--- config.mk ---
export PLATFORM = sky130hd
export DESIGN_NAME = qrs_div_cell
export DESIGN_NICKNAME = d
export VERILOG_FILES = /design/src/qrs_div_cell.sv
export SDC_FILE = /design/constraint.sdc
export NUM_CORES = 1
export LEC_CHECK = 0
export BUFFER_PORTS_ARGS = -buffer_cell sky130_fd_sc_hd__buf_2
export CORE_AREA = 2 2 129 131
export CTS_CLUSTER_DIAMETER = 50
export CTS_CLUSTER_SIZE = 8
export DETAILED_ROUTE_END_ITERATION = 8
export DIE_AREA = 0 0 131 133
export GPL_TIMING_DRIVEN = 0
export PLACE_DENSITY = 0.91
export SYNTH_ARGS = -nofsm -noshare
export SYNTH_HDL_FRONTEND = slang
export SYNTH_SLANG_ARGS = --single-unit
--- constraint.sdc ---
create_clock -name i_clk -period 3.9 [get_ports i_clk]
set_clock_uncertainty 0.1 [all_clocks]
set_input_delay 0.585 -clock i_clk [delete_from_list [all_inputs] [get_ports i_clk]]
set_output_delay 0.585 -clock i_clk [all_outputs]
set_load 0.02 [all_outputs]
--- src/qrs_div_cell.sv ---
// One stage of the restoring divider chain: one quotient bit per cell.
module qrs_div_cell #(
    parameter int QW   = 50,
    parameter int DENW = 33
) (
    input  logic            i_clk,
    input  logic            i_en,
    input  logic [QW-1:0]   i_num,
    input  logic [DENW-1:0] i_rem,
    input  logic [DENW-1:0] i_den,
    input  logic [QW-1:0]   i_quo,
    output logic [QW-1:0]   o_num,
    output logic [DENW-1:0] o_rem,
    output logic [DENW-1:0] o_den,
    output logic [QW-1:0]   o_quo
);

    logic [DENW:0] cur;
    logic [DENW:0] diff;
    logic          take;

    always_comb begin
        cur  = {i_rem, i_num[QW-1]};
        take = (cur >= {1'b0, i_den});
        diff = cur - {1'b0, i_den};
    end

    always_ff @(posedge i_clk) begin
        if (i_en) begin
            o_num <= {i_num[QW-2:0], 1'b0};
            o_rem <= take ? diff[DENW-1:0] : cur[DENW-1:0];
            o_den <= i_den;
            o_quo <= {i_quo[QW-2:0], take};
        end
    end

endmodule

==> results.json <==
{
  "slew_headroom": 0.495,
  "clkTransAtPathRegs_ns": 0.07,
  "p_clk_frac": 0.338,
  "p_leak_nw": 4.37,
  "fin_nets": 1086,
  "wirelength_um": 21200,
  "grt_pass1_vias": 5652,
  "rsz0062_at_grt": "no",
  "startpoint_type": "input pin",
  "combPwrFrac": 0.204,
  "dpl.hpwl_um": 16300,
  "cts_buffer_depth": 2,
  "p_sw_mw": 1.43,
  "postSynthAreaPerCell_um2": 13.8,
  "synthCells": 533,
  "post-route-min-period_ns": 3.42,
  "worst_pin_slew_ns": 0.758,
  "critPathKind": "in -> reg",
  "max-vdd-ir-drop_uv": 330,
  "final-setup-viol-count": 0,
  "grt.overflow.total": 0,
  "antenna_found_initial": 2,
  "slew_violations": 0,
  "place_area_um2": 9340,
  "pin_count": 334,
  "gp_congestion": 0.866,
  "grt_max_degree": 88,
  "async_flop_share": 0,
  "ys_types": 53,
  "pwr-share-seq": 0.458,
  "tns_ns": 0,
  "die_area_um2": 17400,
  "cts_root_buffer": "clkbuf_16",
  "via_per_inst": 5.14,
  "drv_cap": 0,
  "ant_nets": 0,
  "core_um2": 16200,
  "synth_area_um2": 7370,
  "swShare": 0.300,
  "min_path_cells": 1,
  "cts_buffers": 17,
  "hold_start": "i_quo[24]",
  "postCtsResizedCells": 0,
  "syn_nets": 735,
  "num_vias": 5742,
  "synth_ff_type": "edfxtp_1",
  "synth_edf_count": 165,
  "start_util": 0.456,
  "final_hold_viol_count": 0,
  "die_x_um": 131,
  "setup_ws_ns": 0.479,
  "area_growth_pct": 34.5,
  "portBuffers": 331,
  "crit_fanout": 4,
  "worstHoldEndpoint": "o_quo[25]",
  "drt_iter0_drc": 426,
  "final_cell_area_um2": 9910,
  "cp.arrival_ns": 3.51,
  "crit_path_end_kind": "flip-flop",
  "final_util": 0.613,
  "ys_warn_count": 0,
  "drt_first_pass_iters": 4,
  "grt_pass1_wl_um": 30200,
  "std_cell_rows": 47,
  "outcome": "finished clean",
  "htreeDepth": 4,
  "grt_usage": 0.236,
  "fmax_ghz": 0.292,
  "cts_setup_buffers": 0,
  "hold_buffers": 0,
  "die_h_um": 133,
  "final_cell_mix": "331 x buf_2, 165 x edfxtp_1, 58 x nand2_1, 43 x inv_1, 34 x a21oi_1",
  "pre_cts_slack_ns": 0.105,
  "drive_gt1_frac": 0.444,
  "cp.required_ns": 3.98,
  "clock-sinks": 165,
  "ys_seq_area_frac": 0.672,
  "finalPower_mw": 4.78,
  "drc": 0,
  "cts_tree": "done",
  "final_common_cell": "buf_2",
  "synth_seq_cells": 165,
  "hold_class": "in -> reg",
  "internal-power_mw": 3.35,
  "routedWlPerCell_um": 19.0,
  "power.density_nw_per_um2": 482,
  "fin_crit_sh": 0.877
}
state kept, by name, summed over array words and instances (netlist names):
name	cells
o_num	49
o_rem	33
o_den	33
o_quo	50
layer usage:
metal,wire length (µm),global-route usage,share of wire
met4,950,0.124,0.045
met5,13,0,0.00061
met1,7730,0.252,0.36
met3,1760,0.0700,0.083
met2,10700,0.415,0.51
worst max-delay path, stage by stage:
cell      delay [ns]
buf_2           0.10
inv_1           0.05
ha_1            0.16
inv_1           0.05
fa_1            0.40
a21o_1          0.22
a221o_2         0.39
a211oi_1        0.36
o21ai_0         0.30
a21oi_1         0.40
o311ai_0        0.22
xnor2_1         0.17
o21ai_0         0.09
Yosys cell counts (all sizes together) (2+ instances only):
cell	n	area share
o21a	4	0.0041
buf	8	0.011
nand3	8	0.0054
a221o	2	0.0029
and3	7	0.0059
nand2	58	0.030
xor2	12	0.014
o21bai	8	0.0081
o31ai	6	0.0080
o21ai	45	0.040
a211oi	4	0.0041
a21oi	35	0.024
a21boi	3	0.0031
nor4	4	0.0034
inv	43	0.022
nand2b	4	0.0034
or3	2	0.0017
ha	33	0.056
nor3	5	0.0034
a21o	11	0.011
a31oi	3	0.0025
nand4	3	0.0025
edfxtp	165	0.67
nor2	15	0.0076
a2111oi	2	0.0025
xnor2	16	0.019
o211ai	3	0.0031
clkbuf	8	0.0041
per-stage QoR:
stage	hold slack (ns)	cells
finish	0.226	1118
global route	0.203	1117
CTS	0.205	1117
detailed placement	0.663	1085
global placement	0.662	1084
floorplan	0.584	533
cells by family (layout without fill, tap and decap cells):
group,count (synthesis),count (layout),share of synthesized area
DFF,165,165,0.672
xor gates and xnor gates,28,28,0.0333
other,1,2,0.000509
muxes,1,1,0.00204
and+or+nand+nor,109,109,0.0664
buffers and inverters,59,423,0.0368
AOI/OAI and AO/OA,136,136,0.130
adders and majority gates,34,34,0.0587
layout make-up:
type                       count  area (µm²)
tap                          220         275
fill                        1230        6260
timing repair buffer         332        1690
antenna                        1        2.50
clock inverter                14         143
inverter                      43         161
sequential                   165        4950
clock buffer                  18         429
buffer                        16         110
multi-input combinational    309        2140
power groups by stage:
stage	Sequential [mW]	Clock [mW]	Combinational, mW
floorplan	2.46	0	0.351
global placement	2.23	0	0.943
detailed placement	2.23	0	0.969
CTS	2.19	1.65	0.975
global route	2.21	1.71	1.04
finish	2.19	1.62	0.974
how the worst max path moves through the flow:
stage	startpoint	endpoint	slack, ns	cells after the start
2_1_floorplan	i_num[49]	o_rem[1]	0.65	12
3_3_place_gp	i_num[49]	o_rem[32]	0.07	13
3_5_place_dp	i_num[49]	o_rem[7]	0.11	13
4_1_cts	i_num[49]	o_rem[7]	0.56	13
5_1_grt	i_num[49]	o_rem[32]	0.33	13
6_report	i_num[49]	o_rem[32]	0.48	13
(Power assumes the default switching activity.)
