--- config.mk ---
export PLATFORM = sky130hd
export DESIGN_NAME = qrs_sqrt_cell
export DESIGN_NICKNAME = d
export VERILOG_FILES = /design/src/qrs_sqrt_cell.sv
export SDC_FILE = /design/constraint.sdc
export NUM_CORES = 1
export LEC_CHECK = 0
export BUFFER_PORTS_ARGS = -buffer_cell sky130_fd_sc_hd__buf_2
export CELL_PAD_IN_SITES_DETAIL_PLACEMENT = 1
export CELL_PAD_IN_SITES_GLOBAL_PLACEMENT = 1
export CORE_ASPECT_RATIO = 1.25
export CORE_MARGIN = 4
export CORE_UTILIZATION = 42
export CTS_BUF_LIST = sky130_fd_sc_hd__clkbuf_4
export DETAILED_ROUTE_END_ITERATION = 10
export PLACE_DENSITY_LB_ADDON = 0.1
export SLEW_MARGIN = 20
export SYNTH_ARGS = -nofsm -noshare
export SYNTH_HDL_FRONTEND = slang
export SYNTH_SLANG_ARGS = --single-unit
export TNS_END_PERCENT = 10
--- constraint.sdc ---
create_clock -name i_clk -period 7.2 [get_ports i_clk]
set_input_delay 0.72 -clock i_clk [delete_from_list [all_inputs] [get_ports i_clk]]
set_output_delay 0.72 -clock i_clk [all_outputs]
set_load 0.02 [all_outputs]
--- src/qrs_sqrt_cell.sv ---
// One stage of the digit-by-digit square root chain: two radicand bits, one root bit.
module qrs_sqrt_cell #(
    parameter int RW = 33,
    parameter int DW = 66
) (
    input  logic          i_clk,
    input  logic          i_en,
    input  logic [DW-1:0] i_rad,
    input  logic [RW+1:0] i_rem,
    input  logic [RW-1:0] i_root,
    output logic [DW-1:0] o_rad,
    output logic [RW+1:0] o_rem,
    output logic [RW-1:0] o_root
);

    logic [RW+3:0] cur;
    logic [RW+3:0] trial;
    logic          take;
    logic [RW+3:0] diff;

    always_comb begin
        cur   = {i_rem, i_rad[DW-1:DW-2]};
        trial = {2'b00, i_root, 2'b01};
        take  = (cur >= trial);
        diff  = cur - trial;
    end

    always_ff @(posedge i_clk) begin
        if (i_en) begin
            o_rad  <= {i_rad[DW-3:0], 2'b00};
            o_rem  <= take ? diff[RW+1:0] : cur[RW+1:0];
            o_root <= {i_root[RW-2:0], take};
        end
    end

endmodule

==> metrics.md, run 1 <==
| Metric | Value |
|---|---|
| Outcome | completed |
| Vias/cell | 5.039 |
| Crit-path max FO | 20 |
| CP endpoint | o_rem[3] |
| Hold Crit Start | i_rad[11] |
| Share of layout cells above drive strength 1 | 0.4456 |
| CTS Hold Buffers Added | 0 |
| Most common cell after layout, fill and taps aside | buf_2 |
| Adder-cell share of the synthesized area | 0.06609 |
| I/O Pins | 270 |
| I/O Buffers | 267 |
| DPL Wire Length | 14.71 mm |
| WL final | 18.57 mm |
| Flip-flop and latch area | 3964 sq um |
| Post-Layout Cell Count | 986 |
| Syn Inst Count | 488 |
| Area of the multi-input gates | 2380 sq um |
| Worst-margin pin slew | 1.003 ns |
| Fin. max-slew vios | 0 |
| 1st-iter DRT viols | 230 |
| Sequential area share after synthesis | 0.5982 |
| Period utilization | 0.5129 |
| Core Rows | 51 |
| FILL cells | 1746 |
| Share of flip-flops with an asynchronous set or reset | 0 |
| Simple-Gate Fraction of Synth Area | 0.06401 |
| # DRC | 0 |
| Routed length per instance | 18.83 um |
| Pleak | 3.880 nW |
| Placement Setup Slack | 2.902 ns |
| Max H-tree Level | 4 |
| Number of synthesized flops with an enable pin | 132 |
| Final core occ | 0.5435 |
| Worst IR Drop VDD | 0.00009820 V |
| Clock root cell | clkbuf_4 |
| Total setup buffers inserted after CTS | 0 |
| Placed cells | 952 |
| Initial antenna violation count | 3 |
| PwrDens | 239.3 nW/um^2 |
| GR Overflow Total | 0 |
| Commonest cells after routing, fill and taps aside | 266 x buf_2, 132 x edfxtp_1, 41 x inv_1 |
| Type of the worst min-delay path | input pin to flip-flop |
| Main combinational cell family by area after synthesis | compound AO/OA/AOI/OAI gates |
| GRT Resource Usage Total | 0.2072 |
| First-pass GRT wire length | 28.82 mm |
| Yosys reg bits | 132 |
| Crit path from | i_root[4] |
| DR vias | 4968 |
| Fmax | 270.8 MHz |
| Max-cap viol count | 0 |
| P&R area growth vs syn | 27.17% |
| CTS Sinks | 132 |
| Crit path arrival time | 4.02 ns |
| Netlist cell types | 57 |
| Slew headroom | 0.3311 |
| Core Region | 15510 sq um |
| Hold Vio Cnt, Final | 0 |
| Router iterations before antenna repair | 4 |
| Synth Area in Compound Gates | 0.1129 |
| Minimum clock period | 3.693 ns |
| WHS Path Cells | 1 |
| Die area | 17860 sq um |
| Initial Utilization | 0.4273 |
| Number of global-route vias before repair | 5381 |
| Post-Syn Area | 6626 sq um |
| CTS tree | built |
| XOR/XNOR Fraction of Synth Area | 0.04362 |
| Post-synthesis mux area share | 0.07137 |
| CTS clk-pin slew, worst paths | 0.14 ns |
| Crit end category | flip-flop |
| Setup ws final | 3.507 ns |
| Setup TNS | 0 ns |
| CTS resizes | 0 |
| Avg Inst Size Synth | 13.58 sq um |
| Remaining antenna violation count after routing | 0 |
| CTS max path bufs | 2 |
| Type of origin of the critical path | input pin |
| Die width | 120.3 um |
| RSZ-0062 raised after global routing | no |
| Ys flop type | edfxtp_1 |
| Largest net degree at the start of global routing | 81 |
| CTS Buf Count | 17 |
| Worst path required time | 7.53 ns |
| Endpoints failing setup | 0 |
| Kind of critical path | input pin to flip-flop |
| Yosys warns | 0 |
| Die height | 148.4 um |
| Final nets | 930 |
| Global placer's final weighted congestion | 0.8381 |
[how the worst min path moves through the flow]
stage / to / slack (ns)
6_report: o_rad[13] / 0.32
5_1_grt: o_rad[59] / 0.25
4_1_cts: o_rad[13] / 0.27
3_5_place_dp: o_rad[17] / 0.90
3_3_place_gp: o_rad[16] / 0.90
2_1_floorplan: o_rad[10] / 0.82
[synth_stat cells, drive strengths merged (9+ instances only)]
cell type  number  area, sq um
inv            41        153.9
nand2          25        93.84
a21oi          30        150.1
o21ai          13        65.06
nor2           22        82.58
nand3           9        45.04
ha             35        437.9
xor2           14        122.6
clkbuf         10        37.54
mux2           31        442.9
a21o           26        195.2
edfxtp        132         3964
xnor2          19        166.4
[through the flow]
stage | hold slack, ns | total power [mW] | area, sq um
after floorplan | 0.8189 | 1.325 | 6630
after global placement | 0.8972 | 1.493 | 8120
after detailed placement | 0.8985 | 1.506 | 8120
after CTS | 0.2744 | 2.043 | 8422
after global routing | 0.2536 | 2.124 | 8427
final | 0.3225 | 2.017 | 8427
[sequential cells by signal, indices dropped and copies added (netlist names)]
name	cells
o_rad	64
o_root	33
o_rem	35
[power by group]
| part | total [mW] | leakage [nW] | switching (mW) | internal (mW) |
|---|---|---|---|---|
| Combinational | 0.522 | 2.43 | 0.307 | 0.215 |
| Clock | 0.532 | 0.155 | 0.312 | 0.220 |
| Sequential | 0.962 | 1.29 | 0.0190 | 0.943 |
[final cells by class]
cell class | instances | share of cell area
flip-flops and latches | 132 | 0.4704
multi-input cells | 298 | 0.2824
repair buffers | 269 | 0.1611
well taps | 212 | 0.03148
clock inverters | 14 | 0.01975
inverters | 41 | 0.01826
clock buffers | 18 | 0.01604
diodes | 2 | 0.0005939
[worst max-delay path, cell delays in order]
cell and delay (ns):
buf_2 0.09, inv_1 0.04, ha_1 0.38, o21a_1 0.17
o211ai_2 0.08, a311oi_1 0.34, nor4_2 0.13, a2111oi_2 0.42
o21a_2 0.23, o211a_2 0.55, buf_4 0.45, mux2_2 0.38
[kinds of logic (layout without fill, tap and decap cells)]
logic type | Yosys count | count (layout)
flip-flops | 132 | 132
AND/OR/NAND/NOR | 87 | 87
XOR/XNOR | 33 | 33
other | 1 | 4
buffers and inverters | 59 | 342
multiplexers | 34 | 34
adder cells (fa/ha/maj) | 35 | 35
AO/OA/AOI/OAI | 107 | 107
[metal layers]
metal	share of wire	routed length (um)	up-vias	global-route usage
met5	0.00070	13	-	0
met4	0.022	402	2	0.07313
met3	0.076	1417	31	0.06999
met2	0.51	9475	195	0.3691
met1	0.39	7260	2371	0.2308
li1	-	-	2369	-
Power figures use the tool's default switching activity.
==> inputs of run 2 (changes only) <==
ABC_AREA = 1   (was not set)
CORE_UTILIZATION = 34   (was 42)
clock period = 3.2 ns   (was 7.2 ns; I/O delays follow)
==> run 2 against run 1 <==
Critical path depth is 1 higher; first-iteration DRC count is 19% higher; routed wire length is 41% higher; final cell count is 49% higher; synthesized cell count is 65% higher; hold slack worse by 0.26 ns; non-clock buffer count is 97 higher; die area is 38% higher; area after synthesis is 13% higher; largest cell class unchanged.
==> metrics.md, run 2 <==
| Metric | Value |
|---|---|
| Post-synth top area cell | edfxtp_1 |
| Worst IR Drop VDD | 0.0002280 V (+130%) |
| Share of flip-flops with an asynchronous set or reset | 0 (unchanged) |
| CTS tree | built |
| Syn Inst Count | 806 (+65%) |
| Critical path's largest stage delay | 0.59 ns (+0.04 ns) |
| Top cell type's share of synthesized area | 0.5273 (-0.07089) |
| Synth top area cells | edfxtp_1 53%, nand2_1 13%, inv_1 6.2% |
| Setup TNS | 0 ns (unchanged) |
| Worst path required time | 3.62 ns (-3.91 ns) |
| Post-Syn Area | 7517 sq um (+13%) |
| Ys flop type | edfxtp_1 |
| Minimum clock period | 2.616 ns |
| Largest net degree at the start of global routing | 97 (+20%) |
| # DRC | 0 (unchanged) |
| Endpoints failing setup | 0 (unchanged) |
| Most numerous cell in the Yosys netlist | nand2_1 |
| Yosys reg bits | 132 (unchanged) |
| Crit end category | flip-flop |
| DR vias | 6820 (+37%) |
| Avg Inst Size Synth | 9.327 sq um (-31%) |
| Core Rows | 60 (+18%) |
| FILL cells | 2626 (+50%) |
| Total setup buffers inserted after CTS | 0 (unchanged) |
| Share of layout cells above drive strength 1 | 0.3110 (-0.1346) |
| Number of synthesized flops with an enable pin | 132 (unchanged) |
| Fmax | 382.3 MHz |
| Type of the worst min-delay path | input pin to flip-flop |
| Fin. max-slew vios | 0 (unchanged) |
| Crit-path max FO | 30 (+50%) |
| 1st-iter DRT viols | 273 (+19%) |
| GRT Resource Usage Total | 0.2152 (+0.008043) |
| Remaining antenna violation count after routing | 0 (unchanged) |
| I/O Buffers | 267 (unchanged) |
| CTS Sinks | 132 (unchanged) |
| WHS | 0.06123 ns (-0.2612 ns) |
| Power share of the sequential group | 0.471 (-0.006) |
| Largest register FFs | 64 (unchanged) |
| CP dominant cell by count | nand2_1 |
| Period utilization | 0.8174 |
| Routed length per instance | 17.80 um (-5.5%) |
| Initial Utilization | 0.3477 (-0.07965) |
| Largest regs | o_rad: 64 flops, o_rem: 35 flops, o_root: 33 flops |
| CTS clk-pin slew, worst paths | 0.15 ns (about the same) |
| Commonest cells after routing, fill and taps aside | 266 x buf_2, 259 x nand2_1, 132 x edfxtp_1 |
| Die width | 141.0 um (+17%) |
| Router iterations before antenna repair | 6 (+2) |
| Critical path buffers and inverters | 4 (+1) |
| Kind of critical path | input pin to flip-flop |
| Slew headroom | 0.5993 (+0.2682) |
| GR Overflow Total | 0 (unchanged) |
| Pleak | 5.056 nW (+30%) |
| Max H-tree Level | 4 (unchanged) |
| Largest Register | o_rad |
| Yosys warns | 0 (unchanged) |
| Commonest cells post-synth | 259 x nand2_1, 132 x edfxtp_1, 125 x inv_1 |
| Hold Vio Cnt, Final | 0 (unchanged) |
| P&R area growth vs syn | 37.83% |
| Die area | 24570 sq um (+38%) |
| CP max stage cell | dlygate4sd3_1 |
| Combinational Power Share | 0.280 (+0.021) |
| Final nets | 1351 (+45%) |
| DPL Wire Length | 19.69 mm (+34%) |
| Clock root cell | clkbuf_4 |
| Max-cap viol count | 0 (unchanged) |
| Crit-path leading delay family | buffers and inverters |
| I/O Pins | 270 (unchanged) |
| Global placer's final weighted congestion | 0.8295 (-1.0%) |
| Number of global-route vias before repair | 7502 (+39%) |
| Pint | 2.913 mW (+110%) |
| WL final | 26.23 mm (+41%) |
| CTS Hold Buffers Added | 96 (+96) |
| CTS resizes | 0 (unchanged) |
| Vias/cell | 4.630 (-8.1%) |
| CTS Buf Count | 17 (unchanged) |
| PwrDens | 440.7 nW/um^2 (+84%) |
| Sw Share | 0.3619 (+0.04538) |
| Sequential area share after synthesis | 0.5273 (-0.07089) |
| Type of origin of the critical path | input pin |
| Crit path arrival time | 3.04 ns (-0.98 ns) |
| RSZ-0062 raised after global routing | no |
| Die height | 174.2 um (+17%) |
| First-pass GRT wire length | 41.09 mm (+43%) |
| Total net switching power | 1.652 mW (+160%) |
| Crit-path cells | dlygate4sd3_1, buf_2, inv_1, ha_1, nand2_1, nor2_1, nand2_1, nor2_1, nand3_1, nand4_4, buf_4, nand3_1, nand2_1 |
| CTS max path bufs | 2 (unchanged) |
| Core Region | 21620 sq um (+39%) |
| Netlist cell types | 34 (-40%) |
| Clock power frac | 0.248 (-0.016) |
| Worst-margin pin slew | 0.6005 ns (-0.4029 ns) |
| Most common cell after layout, fill and taps aside | buf_2 |
| Initial antenna violation count | 2 (-1) |
| Outcome | completed |
-- run 2: cell families (layout without fill, tap and decap cells) --
group | Yosys count | count (layout) | synth area share
XOR/XNOR | 17 | 17 | 0.01981
buffers and inverters | 142 | 528 | 0.08239
adder cells (fa/ha/maj) | 35 | 35 | 0.05826
flip-flops | 132 | 132 | 0.5273
AO/OA/AOI/OAI | 41 | 41 | 0.03129
other | 1 | 3 | 0.0004989
AND/OR/NAND/NOR | 438 | 438 | 0.2805
-- run 2: power groups by stage --
stage               Sequential [mW]  Combinational [mW]  Clock, mW
finish                         2.15                1.28       1.13
global route                   2.17                1.41       1.27
floorplan                      2.42               0.498          0
global placement               2.18                1.18          0
detailed placement             2.19                1.19          0
CTS                            2.15                1.29       1.19
-- run 2: final cells by class --
cell class / count / area [sq um] / share of cell area
flip-flops and latches: 132 / 3964 / 0.3826
multi-input cells: 533 / 2939 / 0.2837
repair buffers: 366 / 2351 / 0.2269
inverters: 130 / 488.0 / 0.04710
well taps: 279 / 349.1 / 0.03369
clock inverters: 15 / 140.1 / 0.01352
clock buffers: 17 / 127.6 / 0.01232
diodes: 1 / 2.502 / 0.0002415
-- run 2: layer usage --
layer,up-vias,track usage,routed length (um)
li1,3382,-,-
met1,3211,0.2360,10120
met2,198,0.4137,14290
met3,27,0.04651,1380
met4,2,0.05614,418
met5,-,0,13
-- run 2: worst min-delay path, cell delays in order --
cell and delay, ns:
buf_2 0.10, nand3_2 0.06, nand2_1 0.05
-- run 2: per-stage QoR --
stage               cell area (sq um)  std cells  power (mW)  utilization  worst slack [ns]
global placement                 9130       1344       3.361       0.4223            0.5350
finish                          10360       1473       4.566       0.4792            0.5844
floorplan                        7521        807       2.915            -             1.245
CTS                             10360       1472       4.629       0.4791            0.5694
detailed placement               9130       1344       3.383       0.4223            0.5008
global route                    10360       1473       4.844       0.4792            0.3502
-- run 2: path summary, 6_finish.rpt --
path                        from        end  slack (ns)  cells after the start
worst max-delay path  i_root[11]  o_rem[19]        0.58                     13
worst min-delay path    i_rem[5]   o_rem[7]        0.06                      3
